File: src/rtl/palette_store_nearest_color_defines.svh
// Assertion macros for the palette store and nearest-color search block.
// Expects clk_i and rst_ni in the scope of the module that uses them.
`ifndef PALETTE_STORE_NEAREST_COLOR_DEFINES_SVH
`define PALETTE_STORE_NEAREST_COLOR_DEFINES_SVH

// same-cycle implication
`define PNC_ASSERT_IMP(name, ante, cons, msg) \
  name: assert property (@(posedge clk_i) disable iff (!rst_ni) (ante) |-> (cons)) \
    else $error(msg);

// next-cycle implication
`define PNC_ASSERT_NXT(name, ante, cons, msg) \
  name: assert property (@(posedge clk_i) disable iff (!rst_ni) (ante) |=> (cons)) \
    else $error(msg);

`endif

File: src/rtl/pnc_pkg.sv
// Shared types and constants for the palette store and nearest-color search.
// No dependencies.
package pnc_pkg;

  localparam logic [1:0] OP_WRITE  = 2'd0;
  localparam logic [1:0] OP_LOOKUP = 2'd1;
  localparam logic [1:0] OP_SEARCH = 2'd2;

  localparam int unsigned CH_W   = 8;
  localparam int unsigned SQ_W   = 2 * CH_W;
  localparam int unsigned DIST_W = SQ_W + 2;

  typedef struct packed {
    logic [1:0]      opcode;
    logic [CH_W-1:0] entry_index;
    logic [CH_W-1:0] red_in;
    logic [CH_W-1:0] green_in;
    logic [CH_W-1:0] blue_in;
  } in_t;

  typedef struct packed {
    logic [CH_W-1:0] best_index;
    logic [CH_W-1:0] red_out;
    logic [CH_W-1:0] green_out;
    logic [CH_W-1:0] blue_out;
  } out_t;

  typedef struct packed {
    logic [CH_W-1:0] red;
    logic [CH_W-1:0] green;
    logic [CH_W-1:0] blue;
  } rgb_t;

  typedef struct packed {
    logic [SQ_W-1:0] sq_r;
    logic [SQ_W-1:0] sq_g;
    logic [SQ_W-1:0] sq_b;
  } sq_t;

endpackage

File: src/rtl/pnc_dist.sv
// Per-channel squared differences between a target color and a palette entry.
// Depends on pnc_pkg.
module pnc_dist
  import pnc_pkg::*;
(
  input  rgb_t target_i,
  input  rgb_t entry_i,
  output sq_t  sq_o
);

  function automatic logic [SQ_W-1:0] sq_diff(input logic [CH_W-1:0] a,
                                              input logic [CH_W-1:0] b);
    logic [CH_W-1:0] d;
    d = (a > b) ? (a - b) : (b - a);
    return SQ_W'(d) * SQ_W'(d);
  endfunction

  assign sq_o.sq_r = sq_diff(target_i.red,   entry_i.red);
  assign sq_o.sq_g = sq_diff(target_i.green, entry_i.green);
  assign sq_o.sq_b = sq_diff(target_i.blue,  entry_i.blue);

endmodule

File: config.mk
export PLATFORM = sky130hd
export DESIGN_NAME = pnc_dist
export DESIGN_NICKNAME = d
export VERILOG_FILES = /design/src/rtl/palette_store_nearest_color_defines.svh /design/src/rtl/pnc_pkg.sv /design/src/rtl/pnc_dist.sv
export SDC_FILE = /design/constraint.sdc
export NUM_CORES = 1
export LEC_CHECK = 0
export BUFFER_PORTS_ARGS = -buffer_cell sky130_fd_sc_hd__clkbuf_2
export CORE_MARGIN = 8
export CORE_UTILIZATION = 62
export DETAILED_ROUTE_END_ITERATION = 12
export GPL_TIMING_DRIVEN = 0
export PLACE_DENSITY = 0.85
export REMOVE_ABC_BUFFERS = 1
export SYNTH_ARGS = -nofsm -noshare
export SYNTH_HDL_FRONTEND = slang
export SYNTH_SLANG_ARGS = --single-unit
export TNS_END_PERCENT = 100
File: constraint.sdc
create_clock -name vclk -period 8.8
set_input_delay 0.88 -clock vclk [all_inputs]
set_output_delay 0.88 -clock vclk [all_outputs]
set_load 0.1 [all_outputs]
# Word-level counts from Yosys, hierarchy flattened
# Cells that the tools add are included.
word_totals:
  ff_bits: 0
op_classes:
  add_sub_neg: 6
  n_mul: 3
  n_lt_le_gt_ge: 3
  muxes: 3
op_table:
  columns: ["cell", "count"]
  rows:
  - ["$mul 8x8->16", 3]
  - ["$sub 8x8->8", 6]
  - ["$gt 8x8->1", 3]
  - ["$mux 8", 3]

# Longest topological paths before layout
logic_depth:
  ltp_word: 3
  mapped_depth: 27

# Worst setup path after synthesis
# Ideal clock, no wire load.
synth_path:
  kind: "input to output"
  from: "in target_i[8] in the netlist's numbering"
  to: "out sq_o[31] in the netlist's numbering"
  t_arrival_ns: 9.264
  t_required_ns: 7.920
  path_slack_ns: -1.344
  stages: 25
  path_buffers: 0
  cell_sequence: "inv_1 -> ha_1 -> inv_1 -> fa_1 -> a21o_1 -> a21o_1 -> a21o_1 -> nand2_2 -> mux2i_2 -> xnor2_1 -> or2_1 -> fa_1 -> inv_1 -> fa_1 -> fa_1 -> inv_1 -> fa_1 -> inv_1 -> ha_1 -> nand2_1 -> o21ai_0 -> a31o_2 -> nor2_1 -> mux2_2 -> nor4_1"
synth_rtl:
  columns: ["item", "line", "source"]
  rows:
  - ["start: declaration", "pnc_dist.sv:6", "input rgb_t target_i,"]
  - ["end: declaration", "pnc_dist.sv:8", "output sq_t sq_o"]

==> summary.txt <==
Setup path
  – CP required: 7920 ps
  – Critical path depth in cells: 27
  – CP endpoint kind: output port
  – CP max FO: 7
  – CP endpoint: sq_o[31]
  – Slowest Stage Delay on Critical Path: between 500 and 600 ps
  – Crit-path slowest cell: fa_1
  – CP startpoint kind: input port
  – Delay-heaviest family, CP: adder cells
  – CP arrival: around 7600 ps
  – Crit path kind: input port to output port
  – Worst setup startpoint: target_i[8]
  – Worst Path Buf+Inv: 7

Floorplan
  – IO Pins: 96
  – Die H: around 120 um
  – Placeable core region: about 11000 um2
  – Num rows: 39
  – Die ar.: between 15000 and 20000 um2
  – Die Width: 123 um
  – Starting Density: 0.628

Global route
  – Antenna violations before repair: 0
  – First-pass GRT wire length: about 26000 um
  – Total GRT Usage: 0.198
  – Maximum number of pins on one net before global-route repair: 14
  – Vias in the first global route: ~6000
  – GRT overflow: 0

Logic synthesis
  – Yosys warns: 0
  – Distinct cells, synth: 67
  – Mapped Avg Cell Area: about 7.9 um2
  – Syn Inst Count: 899
  – Syn Std Cell Area: 7110 um2
  – Register area share after synthesis: 0

Cells and area
  – Commonest non-fill, non-tap cell in the layout: inv_1
  – Nets@finish: 1234
  – Final-layout clock buffer total: 0
  – Commonest non-fill, non-tap cells in the layout: inv_1, ha_1, clkbuf_2
  – # diodes: 0
  – Final std cell area, no fill: 7670 um2
  – Seq_cells: 0
  – FF+latch area: 0 um2
  – Share of layout cells above drive strength 1: 0.145
  – Layout area overhead: 7.90%

Worst hold path
  – Worst hold path class: input port to output port

STA
  – Min setup slack post-route: ~310 ps
  – Tightest Pin Transition: between 700 and 800 ps
  – Post-route minimum period: 8490 ps
  – Final Slew Violations: 0
  – Slew HR: 0.476
  – Final Hold Vio Count: 0
  – Setup TNS: 0 ps
  – Fmax achieved: 118 MHz
  – Period utilisation layout: 0.964
  – Final setup violation count: 0

Routing
  – Vias per cell: 5.47
  – DR vias: roughly 6100
  – Final ANT Viol Nets: 0
  – Drc violations: 0
  – Drt first pass iters: 5
  – Drt total wl: 14900 um
  – DR iter-0 viols: 251
  – WL/cell: roughly 13 um

Placement
  – Post-DP Area: between 7000 and 8000 um2
  – Pre-CTS setup slack: -73.8 ps
  – DP Wirelength: ~13000 um
  – GP Congestion: 0.908
  – IO buf count: between 90 and 100

Clocking
  – Hold_buf cts: 0
  – Setup bufs post-CTS: 0

Flow run
  – # Max-Cap Violations: 0

Outcome
  – Status: complete, no violations
-- logic make-up after synthesis --
logic type                 Yosys count  share of synthesized area
AOI/OAI and AO/OA                  178                      0.163
xor gates and xnor gates            61                     0.0825
adders and majority gates          212                      0.456
buffers and inverters              216                      0.121
other                                1                   0.000527
muxes                               15                     0.0253
and+or+nand+nor                    216                      0.151
-- metrics by stage --
| step | std cells | hold slack [ps] | util |
|---|---|---|---|
| 2_1_floorplan | 879 | 2390 | - |
| 3_3_place_gp | 1115 | 2670 | 0.674 |
| 3_5_place_dp | 1115 | 2660 | 0.674 |
| 4_1_cts | 1115 | 2670 | 0.675 |
| 5_1_grt | 1115 | 2720 | 0.678 |
| 6_report | 1115 | 2680 | 0.678 |
-- synthesized netlist by cell type, drive strengths merged (3+ instances only) --
cell	n	area, um2
a31oi	3	18.8
o211ai	4	35.0
nand3	7	35.0
nand2b	19	119
nor2	85	327
a21oi	65	333
o21ai	28	140
a31o	5	43.8
or3	8	50.1
clkbuf	8	30.0
a211oi	5	37.5
xnor2	42	398
fa	79	1580
or2	16	100
and3	3	18.8
a21o	27	204
o21a	9	67.6
ha	133	1660
o2111ai	3	38.8
inv	194	728
o21bai	7	52.6
a2111o	3	33.8
nor2b	11	68.8
nand2	32	125
nand3b	4	30.0
buf	14	101
nand4	8	50.1
a211o	6	52.6
xor2	19	189
nor3	12	60.1
mux2i	13	158
o22ai	3	18.8
-- routing by layer --
metal,wire [um],global-route usage,part of all wire,vias up
met5,0,0,0,-
met4,97,0.0188,0.0065,0
met3,731,0.0142,0.049,8
met2,7290,0.355,0.49,133
met1,6730,0.264,0.45,2888
li1,-,-,-,3073
-- layout make-up --
| cell class | instances | area (um2) |
|---|---|---|
| multi-input cells | 685 | 6300 |
| inverters | 194 | 728 |
| repair buffers | 93 | 472 |
| well taps | 143 | 179 |
| fillers | 946 | 3650 |
-- how the worst min path moves through the flow --
stage	start	end	slack, ps	cells past startpoint
after floorplan	entry_i[16]	sq_o[32]	2390	2
after global placement	entry_i[16]	sq_o[32]	2670	4
after detailed placement	entry_i[16]	sq_o[32]	2660	4
after CTS	entry_i[16]	sq_o[32]	2670	4
after global routing	entry_i[16]	sq_o[32]	2720	4
final	entry_i[16]	sq_o[32]	2680	4
-- what timing repair did --
item	4_1_cts	5_1_grt
hold endpoints to repair	0	0
resized for setup	1	11
endpoints found under the setup margin	1	6
Power is left out: the tool's default activity adds up to more than one toggle a clock period on the data nets, which glitch-free logic cannot reach.
